$ cat config.mk
export PLATFORM = sky130hd
export DESIGN_NAME = optical_symbol_window_decoder_core_flat
export DESIGN_NICKNAME = d
export VERILOG_FILES = /design/src/rtl/osw_pkg.sv /design/src/rtl/osw_sym_if.sv /design/src/rtl/osw_evt_if.sv /design/src/rtl/optical_symbol_window_decoder_core.sv /design/src/flat_wrapper.sv
export SDC_FILE = /design/constraint.sdc
export NUM_CORES = 1
export LEC_CHECK = 0
export BUFFER_PORTS_ARGS = -buffer_cell sky130_fd_sc_hd__buf_2
export CAP_MARGIN = 20
export CORE_UTILIZATION = 55
export CTS_CLUSTER_SIZE = 16
export DETAILED_ROUTE_END_ITERATION = 8
export PLACE_DENSITY = 0.79
export SLEW_MARGIN = 20
export SYNTH_ARGS = -nofsm -noshare
export SYNTH_HDL_FRONTEND = slang
export SYNTH_SLANG_ARGS = --single-unit
export TNS_END_PERCENT = 20
$ cat constraint.sdc
create_clock -name i_clk -period 4.7 [get_ports i_clk]
set_input_delay 0.47 -clock i_clk [delete_from_list [all_inputs] [get_ports i_clk]]
set_output_delay 0.47 -clock i_clk [all_outputs]
set_load 0.02 [all_outputs]
$ cat src/rtl/osw_pkg.sv
// Shared types and constants for the optical symbol window decoder.
// No dependencies.
package osw_pkg;

    typedef enum logic [1:0] {
        SYM_LOW      = 2'd0,
        SYM_HIGH     = 2'd1,
        SYM_SENTINEL = 2'd2,
        SYM_MISSING  = 2'd3
    } t_symbol;

    typedef enum logic [1:0] {
        EV_DATA  = 2'd0,
        EV_FRAME = 2'd1,
        EV_ABORT = 2'd2
    } t_event_kind;

    typedef struct packed {
        t_event_kind event_kind;
        logic        data_bit;
    } t_evt;

    localparam int          WIN_LEN_WIDTH = 8;
    localparam logic [7:0] WIN_LEN_RESET = 8'd8;

endpackage

$ cat src/rtl/osw_sym_if.sv
// Input channel carrying one detected symbol per transfer.
// Depends on osw_pkg.
interface osw_sym_if import osw_pkg::*; ();
    logic    valid;
    logic    ready;
    t_symbol symbol;

    modport source (output valid, output symbol, input ready);
    modport sink   (input valid, input symbol, output ready);
endinterface

$ cat src/rtl/osw_evt_if.sv
// Output channel carrying one decoder event per transfer.
// Depends on osw_pkg.
interface osw_evt_if import osw_pkg::*; ();
    logic        valid;
    logic        ready;
    t_event_kind event_kind;
    logic        data_bit;

    modport source (output valid, output event_kind, output data_bit, input ready);
    modport sink   (input valid, input event_kind, input data_bit, output ready);
endinterface

$ cat src/rtl/optical_symbol_window_decoder_core.sv
// Optical symbol window decoder: phase machine, window counters, output queue.
// Depends on osw_pkg, osw_sym_if, osw_evt_if.
//
// Usage:
//   i_sym  : one symbol per transfer (low, high, sentinel, missing).
//   o_evt  : zero or one event per symbol: data bit, frame complete or abort.
//   i_cfg_we / i_cfg_wdata : window length, written while the block is idle.
// Each accepted symbol updates the phase and the running counters in the
// cycle it is accepted; an event it causes is registered into the queue
// that drives o_evt. One symbol is accepted every cycle while the sink keeps
// up: the counters and the vote are a single registered step.
// Events go through a two-entry output queue, so the block keeps taking
// symbols while one event waits. When the sink stalls and both entries are
// full, i_sym.ready drops until an event is transferred.
// Reset (synchronous, active low) returns to warmup, clears the counters and
// the queue, and sets the window length to 8.
module optical_symbol_window_decoder_core
    import osw_pkg::*;
#(
    parameter int COUNT_WIDTH = 8
) (
    input  logic                     i_clk,
    input  logic                     i_rst_n,
    input  logic                     i_cfg_we,
    input  logic [WIN_LEN_WIDTH-1:0] i_cfg_wdata,
    osw_sym_if.sink                  i_sym,
    osw_evt_if.source                o_evt
);

    localparam int LIM_WIDTH = (COUNT_WIDTH > WIN_LEN_WIDTH) ? COUNT_WIDTH : WIN_LEN_WIDTH;
    localparam int SUM_WIDTH = COUNT_WIDTH + 2;
    localparam logic [COUNT_WIDTH-1:0] COUNT_MAX = {COUNT_WIDTH{1'b1}};
    localparam logic [COUNT_WIDTH-1:0] COUNT_ONE = COUNT_WIDTH'(1);

    typedef enum logic [1:0] {
        PH_WARMUP     = 2'd0,
        PH_DETECTED   = 2'd1,
        PH_PROCESSING = 2'd2
    } t_phase;

    function automatic logic [COUNT_WIDTH-1:0] sat_inc(input logic [COUNT_WIDTH-1:0] v);
        return (v == COUNT_MAX) ? COUNT_MAX : v + COUNT_ONE;
    endfunction

    logic [WIN_LEN_WIDTH-1:0] r_win_len;
    t_phase                   r_phase, n_phase;
    logic [COUNT_WIDTH-1:0]   r_fill, n_fill;
    logic [COUNT_WIDTH-1:0]   r_low, n_low;
    logic [COUNT_WIDTH-1:0]   r_high, n_high;
    logic [COUNT_WIDTH-1:0]   r_sent, n_sent;
    logic [COUNT_WIDTH-1:0]   r_miss, n_miss;
    t_evt                     r_q0, n_q0;
    t_evt                     r_q1, n_q1;
    logic [1:0]               r_cnt, n_cnt;

    logic                     accept;
    logic                     pop;
    logic                     push;
    t_evt                     res;
    logic [COUNT_WIDTH-1:0]   c_fill, c_low, c_high, c_sent, c_miss;
    logic [LIM_WIDTH-1:0]     lim_wl, lim_max, limit;
    logic [SUM_WIDTH-1:0]     others;

    assign i_sym.ready      = (r_cnt != 2'd2);
    assign accept           = i_sym.valid && i_sym.ready;
    assign o_evt.valid      = (r_cnt != 2'd0);
    assign o_evt.event_kind = r_q0.event_kind;
    assign o_evt.data_bit   = r_q0.data_bit;
    assign pop              = o_evt.valid && o_evt.ready;

    assign lim_wl  = LIM_WIDTH'(r_win_len);
    assign lim_max = LIM_WIDTH'(COUNT_MAX);
    assign limit   = (lim_wl < lim_max) ? lim_wl : lim_max;

    // running counts including the current symbol
    always_comb begin
        c_fill = sat_inc(r_fill);
        c_low  = r_low;
        c_high = r_high;
        c_sent = r_sent;
        c_miss = r_miss;
        case (i_sym.symbol)
            SYM_LOW:      c_low  = sat_inc(r_low);
            SYM_HIGH:     c_high = sat_inc(r_high);
            SYM_SENTINEL: c_sent = sat_inc(r_sent);
            default:      c_miss = sat_inc(r_miss);
        endcase
    end

    assign others = SUM_WIDTH'(c_low) + SUM_WIDTH'(c_high) + SUM_WIDTH'(c_sent);

    always_comb begin
        n_phase             = r_phase;
        n_fill              = r_fill;
        n_low               = r_low;
        n_high              = r_high;
        n_sent              = r_sent;
        n_miss              = r_miss;
        push                = 1'b0;
        res.event_kind      = EV_DATA;
        res.data_bit        = 1'b0;
        if (accept) begin
            case (r_phase)
                PH_DETECTED: begin
                    if (i_sym.symbol == SYM_LOW || i_sym.symbol == SYM_HIGH) begin
                        n_fill  = COUNT_ONE;
                        n_low   = (i_sym.symbol == SYM_LOW) ? COUNT_ONE : '0;
                        n_high  = (i_sym.symbol == SYM_HIGH) ? COUNT_ONE : '0;
                        n_sent  = '0;
                        n_miss  = '0;
                        n_phase = PH_PROCESSING;
                    end
                end
                PH_PROCESSING: begin
                    n_fill = c_fill;
                    n_low  = c_low;
                    n_high = c_high;
                    n_sent = c_sent;
                    n_miss = c_miss;
                    if (LIM_WIDTH'(c_fill) >= limit) begin
                        push   = 1'b1;
                        n_fill = '0;
                        n_low  = '0;
                        n_high = '0;
                        n_sent = '0;
                        n_miss = '0;
                        if (SUM_WIDTH'(c_miss) > others) begin
                            res.event_kind = EV_ABORT;
                            n_phase        = PH_WARMUP;
                        end else if (c_sent > c_low && c_sent > c_high) begin
                            res.event_kind = EV_FRAME;
                            n_phase        = PH_DETECTED;
                        end else begin
                            res.data_bit = (c_high > c_low);
                        end
                    end
                end
                default: begin
                    if (i_sym.symbol == SYM_SENTINEL) begin
                        n_phase = PH_DETECTED;
                    end
                end
            endcase
        end
    end

    // two-entry output queue, head in r_q0
    always_comb begin
        n_q0  = r_q0;
        n_q1  = r_q1;
        n_cnt = r_cnt;
        case (r_cnt)
            2'd0: begin
                if (push) begin
                    n_q0  = res;
                    n_cnt = 2'd1;
                end
            end
            2'd1: begin
                if (push && pop) begin
                    n_q0 = res;
                end else if (push) begin
                    n_q1  = res;
                    n_cnt = 2'd2;
                end else if (pop) begin
                    n_cnt = 2'd0;
                end
            end
            2'd2: begin
                if (pop) begin
                    n_q0  = r_q1;
                    n_cnt = 2'd1;
                end
            end
            default: begin
                n_cnt = 2'd0;
            end
        endcase
    end

    always_ff @(posedge i_clk) begin
        if (!i_rst_n) begin
            r_win_len <= WIN_LEN_RESET;
            r_phase   <= PH_WARMUP;
            r_fill    <= '0;
            r_low     <= '0;
            r_high    <= '0;
            r_sent    <= '0;
            r_miss    <= '0;
            r_cnt     <= 2'd0;
        end else begin
            if (i_cfg_we) begin
                r_win_len <= i_cfg_wdata;
            end
            r_phase <= n_phase;
            r_fill  <= n_fill;
            r_low   <= n_low;
            r_high  <= n_high;
            r_sent  <= n_sent;
            r_miss  <= n_miss;
            r_cnt   <= n_cnt;
        end
    end

    always_ff @(posedge i_clk) begin
        r_q0 <= n_q0;
        r_q1 <= n_q1;
    end

endmodule

$ cat src/flat_wrapper.sv
// flat-port wrapper written by rule: the top's interface ports become plain ports
module optical_symbol_window_decoder_core_flat import osw_pkg::*;
#(
    parameter int COUNT_WIDTH = 8
)
  (i_clk, i_rst_n, i_cfg_we, i_cfg_wdata, i_sym_valid, i_sym_symbol, i_sym_ready, o_evt_valid, o_evt_event_kind, o_evt_data_bit, o_evt_ready);
  osw_sym_if i_sym_i ();
  osw_evt_if o_evt_i ();
  input  logic i_clk;
  input  logic i_rst_n;
  input  logic i_cfg_we;
  input  logic [WIN_LEN_WIDTH-1:0] i_cfg_wdata;
  input wire logic [$bits(i_sym_i.valid)-1:0] i_sym_valid;
  input wire logic [$bits(i_sym_i.symbol)-1:0] i_sym_symbol;
  output wire logic [$bits(i_sym_i.ready)-1:0] i_sym_ready;
  output wire logic [$bits(o_evt_i.valid)-1:0] o_evt_valid;
  output wire logic [$bits(o_evt_i.event_kind)-1:0] o_evt_event_kind;
  output wire logic [$bits(o_evt_i.data_bit)-1:0] o_evt_data_bit;
  input wire logic [$bits(o_evt_i.ready)-1:0] o_evt_ready;
  assign i_sym_i.valid = i_sym_valid;
  assign i_sym_i.symbol = i_sym_symbol;
  assign i_sym_ready = i_sym_i.ready;
  assign o_evt_valid = o_evt_i.valid;
  assign o_evt_event_kind = o_evt_i.event_kind;
  assign o_evt_data_bit = o_evt_i.data_bit;
  assign o_evt_i.ready = o_evt_ready;
  optical_symbol_window_decoder_core #(.COUNT_WIDTH(COUNT_WIDTH)) u_core (.i_clk(i_clk), .i_rst_n(i_rst_n), .i_cfg_we(i_cfg_we), .i_cfg_wdata(i_cfg_wdata), .i_sym(i_sym_i), .o_evt(o_evt_i));
endmodule
==> flow_metrics.tcl <==
set metrics [dict create \
    ys_seq_area_share_pct 25.34 \
    hold_buffers 0 \
    dp_slack_ns -0.2618 \
    crit_fanout 5 \
    grt_pass1_vias 4687 \
    ys_ff_latch 58 \
    clkSinkCount 58 \
    setup_viol 4 \
    ff2ff_path_depth 25 \
    netlist_instances 606 \
    area_delta_synth_final_pct 23.68 \
    antennaDiodeCount 0 \
    worstPathArrival_ns 4.92 \
    clk_latency_ns 0.35 \
    holdPathStages 2 \
    track_usage_pct 29.83 \
    r2r-end "u_core.o_evt.event_kind[0]" \
    hold_end "u_core.r_cnt[1]" \
    status "finished with violations" \
    cts_buffers 9 \
    drc 0 \
    synthFlopType "dfxtp_1" \
    dp_hpwl_um 9585 \
    cap_violations 0 \
    rsz0062_at_grt "true" \
    gp_congestion 0.9367 \
    synthesis.area_sq_um 4820 \
    coreArea_sq_um 8341 \
    grt_max_degree 54 \
    routed_wirelength_um 13710 \
    cp.required_ns 4.80 \
    antenna_found_initial 0 \
    slowest_stage "fa_2" \
    utilization_pct 71.47 \
    rrSetupSlack_ns -0.12 \
    io_pins 20 \
    fillers 639 \
    synth_async_sr_flop_share_pct 0 \
    skew_ns 0.01051 \
    ant_nets 0 \
    tightest_slew_ns 0.8035 \
    fin_crit_ns 4.816 \
    timing.hold.ws_ns 0.3463 \
    synth_edf_count 6 \
    die_h_um 95.61 \
    dr.pass1.iters 5 \
    cts_tree "built" \
    worstSetupStartpointType "flop" \
    synth_area_per_cell_sq_um 7.953 \
    holdCritPathClass "in -> reg" \
    portBuffers 19 \
    regToRegStartpoint "u_core.r_high[1]" \
    slew_viol_final 0 \
    drive_gt1_share_pct 23.59 \
    endpoint_kind "flop" \
    die-area_sq_um 9141 \
    power_leakage_uw 0.002629 \
    critPathMaxStageDelay_ns 0.39 \
    via_count 4905 \
    total_power_uw 1221 \
    holdCritStartpoint "o_evt_ready" \
    p_per_area_nw_per_um2 204.9 \
    cpLargestDelayFamily "compound AO/OA/AOI/OAI gates" \
    hold_viol_final 0 \
    start_util_pct 57.79 \
    synth_cell_type_count 58 \
    cts_root_buffer "clkbuf_8" \
    htree_num_levels 3 \
    critPathBufInv 3 \
    yosysWarnings 0 \
    fmax_mhz 207.6 \
    clk_pin_slew_ns 0.08 \
    wl_per_cell_um 17.22 \
    synth_nets 686 \
    worst-setup-path-type "reg -> reg" \
    setup_slack_ns -0.1163 \
    grt_pass1_wl_um 21130 \
    relSlewSlack_pct 46.44 \
    via_per_inst 6.162 \
    peakVddDrop_mv 0.1890 \
    row_count 33 \
    first_iter_violations 298 \
    die_width_um 95.61 \
    overflow 0 \
    fin_crit_sh_pct 102.5 \
    clock_path_buffers 2 \
    violations "negative setup slack" \
    nets 766 \
]
-- sequential cells by signal (all words and copies together) (netlist names), 3 cells and up --
register       count
u_core.r_high      8
u_core.r_low       8
u_core.r_sent      8
u_core.lim_wl      8
u_core.r_fill      8
u_core.r_miss      8
u_core.r_q1        3
-- through the flow --
stage               cells  instance area [sq um]  setup TNS, ns
CTS                   783                   5629       -0.02995
global route          796                   5961         -1.602
global placement      765                   5378        -0.1420
detailed placement    765                   5378         -1.348
finish                796                   5961        -0.3020
floorplan             606                   4820              0
-- cell usage after synthesis (5+ instances only) --
master     n  share of area (%)
a22oi_1    9                1.4
and3_1    10                1.3
mux2i_1   10                2.1
a21o_1    12                1.9
and2_1     7               0.91
a21boi_0  24                3.7
dfxtp_1   52                 22
ha_1      63                 16
a21oi_1   35                3.6
buf_2     10                1.0
nand2_1   66                5.1
nand4_1   13                1.7
inv_1     42                3.3
nor2_1    35                2.7
nand2b_1   5               0.65
o211ai_1   5               0.78
nor2b_1   23                3.0
nor3_1    12                1.2
clkbuf_1  10               0.78
edfxtp_1   6                3.7
xor2_1    11                2.0
o21a_1    11                1.7
or2_2      5               0.65
o21bai_1   6               0.93
nand3_1   45                4.7
o21ai_0   18                1.9
xnor2_1   11                2.0
-- final cells by class --
class / count / area [sq um] / share of cell area, %
well taps: 105 / 131.4 / 2.204
multi-input cells: 485 / 3586 / 60.16
clock inverters: 6 / 81.33 / 1.364
inverters: 42 / 157.7 / 2.645
clock buffers: 10 / 127.6 / 2.141
repair buffers: 90 / 644.4 / 10.81
flip-flops and latches: 58 / 1232 / 20.68
-- placed cells by master, fill, tap and decap left out, drive strengths merged, types with 12 or more instances in the layout --
master / synthesis / final
ha: 63 / 63
inv: 42 / 42
dfxtp: 52 / 52
nand3: 45 / 45
a21oi: 36 / 36
o21ai: 20 / 20
nor2b: 25 / 25
nor2: 37 / 37
nand4: 13 / 13
a21boi: 25 / 25
nand2: 66 / 66
a21o: 12 / 12
buf: 11 / 90
nor3: 12 / 12
-- routing by layer --
metal	track usage, %	vias up	routed length [um]
met4	11.82	0	486
met2	49.35	223	6493
met3	6.220	52	990
li1	-	2319	-
met5	0	-	0
met1	37.74	2311	5736
-- cell families (layout without fill, tap and decap cells) --
| family | Yosys count | in the layout | synth area share, % |
|---|---|---|---|
| DFF | 58 | 58 | 25.34 |
| xor gates and xnor gates | 22 | 22 | 3.998 |
| and+or+nand+nor | 239 | 239 | 24.84 |
| buffers and inverters | 63 | 148 | 5.166 |
| adders and majority gates | 65 | 65 | 17.19 |
| muxes | 12 | 12 | 2.544 |
| AOI/OAI and AO/OA | 147 | 147 | 20.92 |
-- power breakdown --
group | internal (uW) | leakage [uW] | total, uW | switching [uW]
Sequential | 505 | 0.000481 | 509 | 3.98
Combinational | 78.5 | 0.00204 | 193 | 114
Clock | 295 | 0.000105 | 520 | 224
-- timing repair --
item	in CTS	in global routing
buffers inserted	2	13
resized for setup	10	44
gates cloned	0	0
setup endpoints to repair	8	8
pin swaps	6	32
endpoints found under the hold margin	0	0
-- worst register-to-register path: cells and delay by family, from the launching register on --
| kind | cells | cell delay [ns] |
|---|---|---|
| flip-flops | 1 | 0.37 |
| AND/OR/NAND/NOR | 8 | 1.00 |
| buffers and inverters | 3 | 0.29 |
| adder cells (fa/ha/maj) | 5 | 1.29 |
| XOR/XNOR | 2 | 0.31 |
| AO/OA/AOI/OAI | 7 | 1.33 |
-- how the worst max path moves through the flow --
stage / from / endpoint / slack [ns] / cells past startpoint
2_1_floorplan: i_sym_symbol[0] / u_core.o_evt.event_kind[0] / 0.01 / 25
4_1_cts: u_core.r_high[0] / u_core.o_evt.event_kind[0] / -0.02 / 25
6_report: u_core.r_high[1] / u_core.o_evt.event_kind[0] / -0.12 / 25
5_1_grt: u_core.r_high[4] / u_core.o_evt.data_bit / -0.29 / 25
3_5_place_dp: i_sym_symbol[0] / u_core.o_evt.event_kind[0] / -0.26 / 26
3_3_place_gp: i_sym_symbol[0] / u_core.o_evt.event_kind[0] / -0.09 / 26
Power figures use the tool's default switching activity.
